**src/nqp_pkg.sv**
```systemverilog
// Package: shared types, codes and constants of the NVMe queue pair pointer engine.
package nqp_pkg;

	localparam int MAX_DEPTH = 1024;
	localparam int PTR_W     = 10;
	localparam int DEPTH_W   = 11;
	localparam int CNT_W     = 11;
	localparam int STAT_W    = 16;
	localparam int DATA_W    = 32;
	localparam int ADDR_W    = 3;

	localparam int DEPTH_LIM = (MAX_DEPTH > 1024) ? 1024 : ((MAX_DEPTH < 2) ? 2 : MAX_DEPTH);

	localparam logic [DEPTH_W-1:0] DEPTH_RST = 11'd256;

	localparam logic REG_IDX_QUEUE_DEPTH = 1'b0;

	localparam logic ACT_SUBMIT = 1'b0;
	localparam logic ACT_POLL   = 1'b1;

	typedef enum logic [1:0] {
		RC_OK      = 2'd0,
		RC_FULL    = 2'd1,
		RC_NO_CPL  = 2'd2,
		RC_INVALID = 2'd3
	} result_code_t;

	typedef struct packed {
		logic               action;
		logic [CNT_W-1:0]   count;
		logic [STAT_W-1:0]  entry_status;
		logic [PTR_W-1:0]   entry_sq_head;
	} nqp_in_t;

	typedef struct packed {
		result_code_t       result_code;
		logic [PTR_W-1:0]   first_slot;
		logic [PTR_W-1:0]   sq_doorbell_value;
		logic [PTR_W-1:0]   cq_doorbell_value;
		logic [PTR_W-1:0]   cq_slot;
		logic [STAT_W-2:0]  completion_status;
		logic               doorbell_valid;
	} nqp_out_t;

endpackage

```
**src/nqp_cfg_regs.sv**
```systemverilog
// Module: APB-style configuration register file (queue depth).
module nqp_cfg_regs (
	input  logic                        clk,
	input  logic                        arst_n,
	input  logic                        psel,
	input  logic                        penable,
	input  logic                        pwrite,
	input  logic [nqp_pkg::ADDR_W-1:0]  paddr,
	input  logic [nqp_pkg::DATA_W-1:0]  pwdata,
	output logic [nqp_pkg::DATA_W-1:0]  prdata,
	output logic                        pready,
	output logic [nqp_pkg::DEPTH_W-1:0] queue_depth
);
	import nqp_pkg::*;

	logic [DEPTH_W-1:0] depth_q;
	logic               wr_en;

	assign pready = 1'b1;
	assign wr_en  = psel && penable && pwrite;

	always_ff @(posedge clk or negedge arst_n) begin
		if (!arst_n) begin
			depth_q <= DEPTH_RST;
		end else if (wr_en && (paddr[2] == REG_IDX_QUEUE_DEPTH)) begin
			depth_q <= pwdata[DEPTH_W-1:0];
		end
	end

	always_comb begin
		unique case (paddr[2])
			REG_IDX_QUEUE_DEPTH: prdata = {{(DATA_W-DEPTH_W){1'b0}}, depth_q};
			default:             prdata = '0;
		endcase
	end

	assign queue_depth = depth_q;

endmodule

```
**src/nqp_engine.sv**
```systemverilog
// Module: queue pointer state and the single-pass submit/poll evaluation.
module nqp_engine (
	input  logic                        clk,
	input  logic                        arst_n,
	input  logic                        advance,
	input  nqp_pkg::nqp_in_t            item,
	input  logic [nqp_pkg::DEPTH_W-1:0] queue_depth,
	output nqp_pkg::nqp_out_t           result
);
	import nqp_pkg::*;

	localparam logic [DEPTH_W-1:0] LIM = DEPTH_W'(DEPTH_LIM);

	logic [PTR_W-1:0]   sq_tail_q, sq_head_q, cq_head_q;
	logic               phase_q;

	logic [DEPTH_W-1:0] depth;
	logic [PTR_W-1:0]   tail_rd, head_rd, cq_rd, esq_rd;
	logic [DEPTH_W-1:0] used, avail, nh_sum;
	logic [DEPTH_W:0]   nt_sum;
	logic [PTR_W-1:0]   nt, nh;
	logic               wrap;

	logic [PTR_W-1:0]   sq_tail_d, sq_head_d, cq_head_d;
	logic               phase_d;

	// effective depth: clamp into 2 .. DEPTH_LIM
	always_comb begin
		if (queue_depth < DEPTH_W'(2)) begin
			depth = DEPTH_W'(2);
		end else if (queue_depth > LIM) begin
			depth = LIM;
		end else begin
			depth = queue_depth;
		end
	end

	// pointers at or above the depth read as zero
	assign tail_rd = ({1'b0, sq_tail_q} < depth) ? sq_tail_q : '0;
	assign head_rd = ({1'b0, sq_head_q} < depth) ? sq_head_q : '0;
	assign cq_rd   = ({1'b0, cq_head_q} < depth) ? cq_head_q : '0;
	assign esq_rd  = ({1'b0, item.entry_sq_head} < depth) ? item.entry_sq_head : '0;

	assign used   = (tail_rd >= head_rd) ? ({1'b0, tail_rd} - {1'b0, head_rd})
	                                     : (depth - {1'b0, head_rd} + {1'b0, tail_rd});
	assign avail  = depth - DEPTH_W'(1) - used;

	assign nt_sum = {2'b00, tail_rd} + {1'b0, item.count};
	assign nt     = (nt_sum >= {1'b0, depth}) ? PTR_W'(nt_sum - {1'b0, depth})
	                                          : nt_sum[PTR_W-1:0];

	assign nh_sum = {1'b0, cq_rd} + DEPTH_W'(1);
	assign wrap   = (nh_sum >= depth);
	assign nh     = wrap ? '0 : nh_sum[PTR_W-1:0];

	always_comb begin
		result    = '0;
		result.result_code = RC_OK;
		sq_tail_d = sq_tail_q;
		sq_head_d = sq_head_q;
		cq_head_d = cq_head_q;
		phase_d   = phase_q;
		if (item.action == ACT_SUBMIT) begin
			if (item.count == '0) begin
				result.result_code = RC_INVALID;
			end else if (item.count > avail) begin
				result.result_code = RC_FULL;
			end else begin
				result.first_slot        = tail_rd;
				result.sq_doorbell_value = nt;
				result.doorbell_valid    = 1'b1;
				sq_tail_d                = nt;
			end
		end else begin
			result.cq_slot = cq_rd;
			if (item.entry_status[0] != phase_q) begin
				result.result_code = RC_NO_CPL;
			end else begin
				result.cq_doorbell_value = nh;
				result.completion_status = item.entry_status[STAT_W-1:1];
				result.doorbell_valid    = 1'b1;
				cq_head_d                = nh;
				sq_head_d                = esq_rd;
				phase_d                  = phase_q ^ wrap;
			end
		end
	end

	always_ff @(posedge clk or negedge arst_n) begin
		if (!arst_n) begin
			sq_tail_q <= '0;
			sq_head_q <= '0;
			cq_head_q <= '0;
			phase_q   <= 1'b1;
		end else if (advance) begin
			sq_tail_q <= sq_tail_d;
			sq_head_q <= sq_head_d;
			cq_head_q <= cq_head_d;
			phase_q   <= phase_d;
		end
	end

endmodule

```
**src/nvme_queue_pair_pointers_core.sv**
```systemverilog
// Top level: NVMe submission/completion queue pair pointer engine.
// One item per cycle sustained unless the output stalls. Each transfer on
// the input channel lands in an input register (s1); the pointer engine
// evaluates it in one pass and the result goes into the result register
// (s2) on the same edge that commits the new pointer state, so the next
// item in s1 already sees the updated state. A result thus passes through
// s1 and then s2 before it is offered on the result channel. The rate is
// set by the pointer compare/update loop in the engine; the input side
// stalls only while the result register holds an untaken result and s1
// is occupied. Queue depth is set through the APB port (byte address 0, 11
// bits, reset 256, clamped to 2..1024 on use); write it only while idle.
// A write to the depth never moves a pointer: pointers at or beyond the
// new depth read as zero.
module nvme_queue_pair_pointers_core (
	input  logic                       clk,
	input  logic                       arst_n,
	// input channel
	input  logic                       in_valid,
	output logic                       in_stall,
	input  nqp_pkg::nqp_in_t           in_data,
	// result channel
	output logic                       out_valid,
	input  logic                       out_stall,
	output nqp_pkg::nqp_out_t          out_data,
	// configuration port
	input  logic                       psel,
	input  logic                       penable,
	input  logic                       pwrite,
	input  logic [nqp_pkg::ADDR_W-1:0] paddr,
	input  logic [nqp_pkg::DATA_W-1:0] pwdata,
	output logic [nqp_pkg::DATA_W-1:0] prdata,
	output logic                       pready
);
	import nqp_pkg::*;

	logic               valid_s1;
	nqp_in_t            item_s1;
	logic               valid_s2;
	nqp_out_t           result_s2;
	nqp_out_t           result;
	logic [DEPTH_W-1:0] queue_depth;
	logic               out_free;
	logic               advance;

	// result register can take a new result when empty or being drained
	assign out_free = !valid_s2 || !out_stall;
	// s1 item commits its state update and moves into s2
	assign advance  = valid_s1 && out_free;
	// s1 can refill when empty or when its item moves on this edge
	assign in_stall = valid_s1 && !out_free;

	nqp_cfg_regs u_regs (
		.clk         (clk),
		.arst_n      (arst_n),
		.psel        (psel),
		.penable     (penable),
		.pwrite      (pwrite),
		.paddr       (paddr),
		.pwdata      (pwdata),
		.prdata      (prdata),
		.pready      (pready),
		.queue_depth (queue_depth)
	);

	nqp_engine u_engine (
		.clk         (clk),
		.arst_n      (arst_n),
		.advance     (advance),
		.item        (item_s1),
		.queue_depth (queue_depth),
		.result      (result)
	);

	// input register
	always_ff @(posedge clk or negedge arst_n) begin
		if (!arst_n) begin
			valid_s1 <= 1'b0;
		end else if (!in_stall) begin
			valid_s1 <= in_valid;
		end
	end

	always_ff @(posedge clk) begin
		if (in_valid && !in_stall) begin
			item_s1 <= in_data;
		end
	end

	// result register
	always_ff @(posedge clk or negedge arst_n) begin
		if (!arst_n) begin
			valid_s2 <= 1'b0;
		end else if (out_free) begin
			valid_s2 <= valid_s1;
		end
	end

	always_ff @(posedge clk) begin
		if (advance) begin
			result_s2 <= result;
		end
	end

	assign out_valid = valid_s2;
	assign out_data  = result_s2;

endmodule

```
**config.mk**
```make
export PLATFORM = sky130hd
export DESIGN_NAME = nvme_queue_pair_pointers_core
export DESIGN_NICKNAME = d
export VERILOG_FILES = /design/src/nqp_pkg.sv /design/src/nqp_cfg_regs.sv /design/src/nqp_engine.sv /design/src/nvme_queue_pair_pointers_core.sv
export SDC_FILE = /design/constraint.sdc
export NUM_CORES = 1
export LEC_CHECK = 0
export ABC_AREA = 1
export BUFFER_PORTS_ARGS = -buffer_cell sky130_fd_sc_hd__buf_4
export CAP_MARGIN = 30
export CORE_MARGIN = 3
export CORE_UTILIZATION = 35
export CTS_CLUSTER_SIZE = 28
export DETAILED_ROUTE_END_ITERATION = 7
export GPL_TIMING_DRIVEN = 0
export PLACE_DENSITY = 0.6
export SLEW_MARGIN = 40
export SYNTH_ARGS = -nofsm -noshare
export SYNTH_HDL_FRONTEND = slang
export SYNTH_SLANG_ARGS = --single-unit
```
**constraint.sdc**
```tcl
create_clock -name clk -period 17.4 [get_ports clk]
set_clock_uncertainty 0.05 [all_clocks]
set_input_delay 3.48 -clock clk [delete_from_list [all_inputs] [get_ports clk]]
set_output_delay 3.48 -clock clk [all_outputs]
set_load 0.1 [all_outputs]
```
* Yosys cells after proc, flatten, opt, wreduce, memory -nomap -nowiden
Index checks and enable logic that the tools add are counted.
** Word-level totals
- Output and inout bits :: 93
- Flip-flop bits (word level) :: 140
** Cells by class
- Reductions and logical operators :: 16
- Bitwise logic cells :: 6
- Magnitude comparators :: 10
- Equality and inequality tests :: 1
- Mux-type cells :: 18
- $add $sub $neg :: 8
** Operators by type and width (number)
- $mux 10 :: 6
- $lt 10x11->1 :: 4
- $mux 11 :: 4
- $add 10x11->12 :: 1
- $ge 12x11->1 :: 1
- $add 10x1->11 const B :: 1
- $add 11x10->11 :: 1
- $ge 11x11->1 :: 1
- $gt 11x11->1 :: 1
- $gt 11x11->1 const B :: 1
- $logic_not 11->1 :: 1
- $lt 11x2->1 const B :: 1
- $sub 10x10->11 :: 1
- $sub 11x1->11 const B :: 1
- $sub 11x10->11 :: 1
- $sub 11x11->11 :: 1
- $ge 10x10->1 :: 1
- $sub 10x10->10 :: 1
- $logic_and 1x1->1 :: 6
- $mux 2 :: 3
- $mux 1 :: 5
- $not 1->1 :: 5
- $logic_not 1->1 :: 4
- $reduce_and 4->1 :: 1
- other kinds (6) :: 6

* Longest topological paths before layout
- Depth after elaboration :: 13
- Gate-level depth with buffers :: 54
- Mapped depth without buffers :: 52

* By module
A second synthesis with hierarchy kept.
** Unflattened totals
- Cell total of the unflattened synthesis :: 1142
- Area total of the unflattened synthesis :: 9918.3 sq um
** Modules (own cells, without submodules)
- nqp_engine :: instances 1, cells each 935, area an instance 6221.0 sq um, sequential area each 777.0 sq um
- nvme_queue_pair_pointers_core :: instances 1, cells each 108, area an instance 2977.9 sq um, sequential area each 2932.8 sq um
- nqp_cfg_regs :: instances 1, cells each 99, area an instance 719.4 sq um, sequential area each 276.5 sq um

* Worst setup path after synthesis
Ideal clock, no wire load.
- Path kind :: in2out
- From :: input paddr[2] (netlist name)
- To :: output prdata[0] (netlist name)
- Data arrival time :: 4.946 ns
- Buffers on the path :: 1
- Slack :: 8.924 ns
- Data required time :: 13.870 ns
- Stages on the path :: 2
- Cell sequence :: clkbuf_1 > nor2_1
** On the way
- Cells in the longest elaborated chain, start to end :: 1
** RTL lines
- start: declaration :: line nvme_queue_pair_pointers_core.sv:29 : input logic [nqp_pkg::ADDR_W-1:0] paddr,
- $mux 11 :: line nqp_cfg_regs.sv:31 : unique case (paddr[2])
- end: declaration :: line nvme_queue_pair_pointers_core.sv:31 : output logic [nqp_pkg::DATA_W-1:0] prdata,
Every way passes these cells.

* Worst setup path after layout
- From :: register u_regs.depth_q[1] (netlist: u_regs.queue_depth[1])
- To :: register u_engine.sq_tail_q[4]
** On the way
- Elaborated cells between the ends (all ways) :: 22
- Classes of those cells :: add/sub: 7; order compare: 7; mux: 6; bitwise: 1; reduce/logical: 1
** RTL lines
- start: declaration :: line nqp_cfg_regs.sv:16 : logic [DEPTH_W-1:0] depth_q;
- start signal: assignment :: line nqp_cfg_regs.sv:26 : depth_q <= pwdata[DEPTH_W-1:0];
- $gt 11x11->1 :: line nqp_engine.sv:31 : end else if (queue_depth > LIM) begin
- $mux 11 :: line nqp_engine.sv:31
- $mux 11 * :: line nqp_engine.sv:29 : if (queue_depth < DEPTH_W'(2)) begin
- $lt 10x11->1 * :: line nqp_engine.sv:39 : assign tail_rd = ({1'b0, sq_tail_q} < depth) ? sq_tail_q : '0;
- $mux 10 * :: line nqp_engine.sv:39
- net u_engine.tail_rd[6] :: line nqp_engine.sv:18 : logic [PTR_W-1:0] tail_rd, head_rd, cq_rd, esq_rd;
- $add 11x10->11 (tied with other cells) :: line nqp_engine.sv:45 : : (depth - {1'b0, head_rd} + {1'b0, tail_rd});
- $mux 11 :: line nqp_engine.sv:44 : assign used = (tail_rd >= head_rd) ? ({1'b0, tail_rd} - {1'b0, head_rd})
- $sub 11x11->11 :: line nqp_engine.sv:46 : assign avail = depth - DEPTH_W'(1) - used;
- $gt 11x11->1 :: line nqp_engine.sv:66 : end else if (item.count > avail) begin
- $not 1->1 (no line)
- $reduce_and 4->1 (no line)
- end signal: assignment :: line nqp_engine.sv:96 : sq_tail_q <= sq_tail_d;
- end: declaration :: line nqp_engine.sv:14 : logic [PTR_W-1:0] sq_tail_q, sq_head_q, cq_head_q;
The timed path passes the listed nets; every way through them passes the cells marked *.
A chain may end at the register's enable or synchronous reset.

==> key figures <==
Synth
  • Yosys warns: 0
  • Synth top area cells: edfxtp_1 (29%), ha_1 (14%), dfrtp_1 (11%)
  • Avg Inst Size Synth: between 8 and 9 um2
  • Yosys top cell by area: edfxtp_1
  • Post-synth ARST share: 0.3143
  • Yosys top cell area share: 0.2908
  • Sequential area share after synthesis: 0.4022
  • Post-Syn Area: 9912 um2
  • Register bit total from synthesis: 140
  • Main synth FF type: edfxtp_1
  • Post-synth cell types: 53
  • Post-Synthesis Cells: about 1200
  • EDFF count, synth: 96

Clock network
  • Clk slew on worst S/H paths: 70 ps
  • CTS H-tree depth: 4
  • Post CTS Setup Buffer Count: 0
  • Hold_buf cts: 0
  • Maximum buffer depth of the clock tree: 2
  • Post-CTS resize count: 0
  • Total CTS buffers: 17
  • Worst skew pair latency: 430 ps
  • Root Buffer: clkbuf_16
  • CTS sink count: 140
  • CTS tree: yes

Floorplanning
  • Core Area: around 27000 um2
  • Num rows: 60
  • Die X: 174.3 um
  • IO Count: about 170
  • Initial Util: 0.3617
  • Full die area: between 30000 and 40000 um2
  • Die H: ~170 um

Layout
  • Layout Area Growth over Synthesis: 22.09%
  • Diodes inserted: 0
  • Final nets: around 1500
  • Fillers: between 2000 and 3000
  • Multi-input logic area: between 5000 and 6000 um2
  • Register Area: ~4000 um2
  • Share of cells above drive strength 1: 0.1784

Worst setup path
  • Crit path buf inv count: 8
  • Critical path type: reg2reg
  • Critical Path Sink Type: flip-flop
  • Critical Path Slowest Stage Cell: o21ai_0
  • Worst-path maximum fanout: 10
  • Max incr delay on CP: 670 ps
  • CP startpoint kind: flip-flop
  • CP top delay family: simple AND/OR/NAND/NOR gates
  • CP dominant cell by count: nand2_1
  • R2R Setup Slk: a little under 8000 ps
  • Worst EP arrival: just under 10000 ps
  • Worst Path Required: approximately 18000 ps

STA
  • Setup repair after global routing missed its margin: false
  • Slew HR: 0.5026
  • Least-Margin Pin Slew: approximately 740 ps
  • Period utilization: 0.5515
  • Fmax: between 100 and 150 MHz
  • Total negative slack: 0 ps
  • Final Hold Viols: 0
  • Final setup violation count: 0
  • Final worst setup slack: slightly below 8000 ps
  • Max-slew violation count: 0
  • Min cycle time layout: 9596 ps

Global routing
  • Largest net degree at the start of global routing: 45
  • Initial antenna violation count: 0
  • Grt total ovfl: 0
  • First-pass GRT wire length: 43640 um
  • GRT Total Usage: 0.1822
  • Vias in the first global route: 8231

Status
  • Status: completed

Routing
  • Antenna viol nets, final: 0
  • Drt initial violations: 525
  • DR vias: just over 8000
  • Wl on met1: around 12000 um
  • Avg WL per Cell: 15.72 um
  • Met2 wire length: about 12000 um
  • Met3 wire length: around 1700 um
  • Via/cell ratio: about 4.8
  • TritonRoute pass-1 iters: 5
  • Highest metal used: met4
  • Drt total wl: between 20000 and 30000 um
  • # DRC: 0

Placed design
  • Post-DP HPWL: approximately 21000 um
  • Placer's final routability congestion estimate: about 0.92
  • I/O Buffers: ~130
  • Dpl ws: about 7900 ps

Job
  • Max cap viols: 0

Hold path
  • Worst Hold Class: reg2reg
cell families after synthesis:
logic type / share of synthesized area
compound gates: 0.09354
fa+ha+maj: 0.1636
xor+xnor: 0.03787
buf+inv: 0.09530
simple gates: 0.2068
other cells: 0.0007577
flops: 0.4022
worst reg2reg max path, delay by kind of cell, from the launching register on:
kind            cells  cell delay [ps]
xor+xnor            1              200
flops               1              380
buf+inv             8             1480
simple gates       24             3070
fa+ha+maj           5             1700
compound gates     12             2580
path summary, 6_finish.rpt:
kind / end / start / cells past startpoint
max reg2reg: u_engine.sq_tail_q[4] / u_regs.queue_depth[1] / 50
min reg2reg: out_valid / valid_s1 / 2
max: u_engine.sq_tail_q[4] / u_regs.queue_depth[1] / 50
min: out_valid / valid_s1 / 2
min in group asynchronous: u_engine.sq_tail_q[3] / arst_n / 1
max in group asynchronous: u_regs.queue_depth[0] / arst_n / 1
sequential cells by signal (all words and copies together) (netlist names):
signal,cells
u_engine.sq_head_q,10
u_engine.cq_head_q,10
u_engine.sq_tail_q,10
u_engine.phase_q,1
item_s1,38
out_data,58
valid_s1,1
out_valid,1
u_regs.queue_depth,11
cell usage after synthesis (2+ instances only):
master and count:
nand2_1 223, inv_1 171, nor2_1 140, ha_1 112, edfxtp_1 96, a21oi_1 76, dfrtp_1 42, nand3_1 42
o21ai_0 34, xor2_1 29, buf_4 23, nand4_1 16, nand2_2 15, o21ai_1 15, nor3_1 12, xnor2_1 12
fa_1 11, clkbuf_1 10, o21bai_1 8, a211oi_1 5, nor4_1 5, o21ai_2 5, buf_6 4, inv_2 4
nand2_4 4, nor2_2 4, o211ai_1 4, a21o_1 3, nand3_2 3, nand3b_1 3, a21boi_0 2, a221oi_1 2
a31oi_1 2, clkinv_1 2, conb_1 2, dfstp_2 2, o21a_1 2, or2_2 2
routing by layer:
metal  up-vias  track usage
met5         -            0
met4         0      0.05697
met2       242       0.2941
met1      3751       0.2448
li1       4144            -
met3        49      0.03976
area by class of cell:
cell class                 instances  area share
tap                              372     0.03846
sequential                       140      0.3294
buffer                            39     0.02192
multi-input combinational        824      0.4184
inverter                         179     0.05614
clock inverter                    15     0.01530
clock buffer                      17     0.03515
timing repair buffer             131     0.08519
placed cells by master, fill, tap and decap left out, drive strengths merged, types with 3 or more instances in the layout:
cell type and count:
ha 112, a21o 3, or2 3, nand3b 3, a211oi 5, edfxtp 96
clkbuf 28, xor2 30, buf 159, o21bai 8, dfrtp 42, nand2 242
nor4 5, xnor2 12, clkinvlp 3, a21oi 78, nor2 144, nand4 16
bufinv 3, nor3 14, o21ai 54, fa 11, o211ai 4, conb 22
inv 182, nand3 46, clkinv 6
through the flow:
step	hold slack [ps]	util	std cells	cell area, um2
floorplan	384.0	-	1182	9987
global placement	400.0	0.4163	1681	11410
detailed placement	461.3	0.4194	1685	11490
CTS	469.1	0.4416	1717	12100
global route	490.2	0.4416	1717	12100
finish	458.3	0.4416	1717	12100
Power is left out: the tool's default activity adds up to more than one toggle a clock period on the data nets, which glitch-free logic cannot reach.
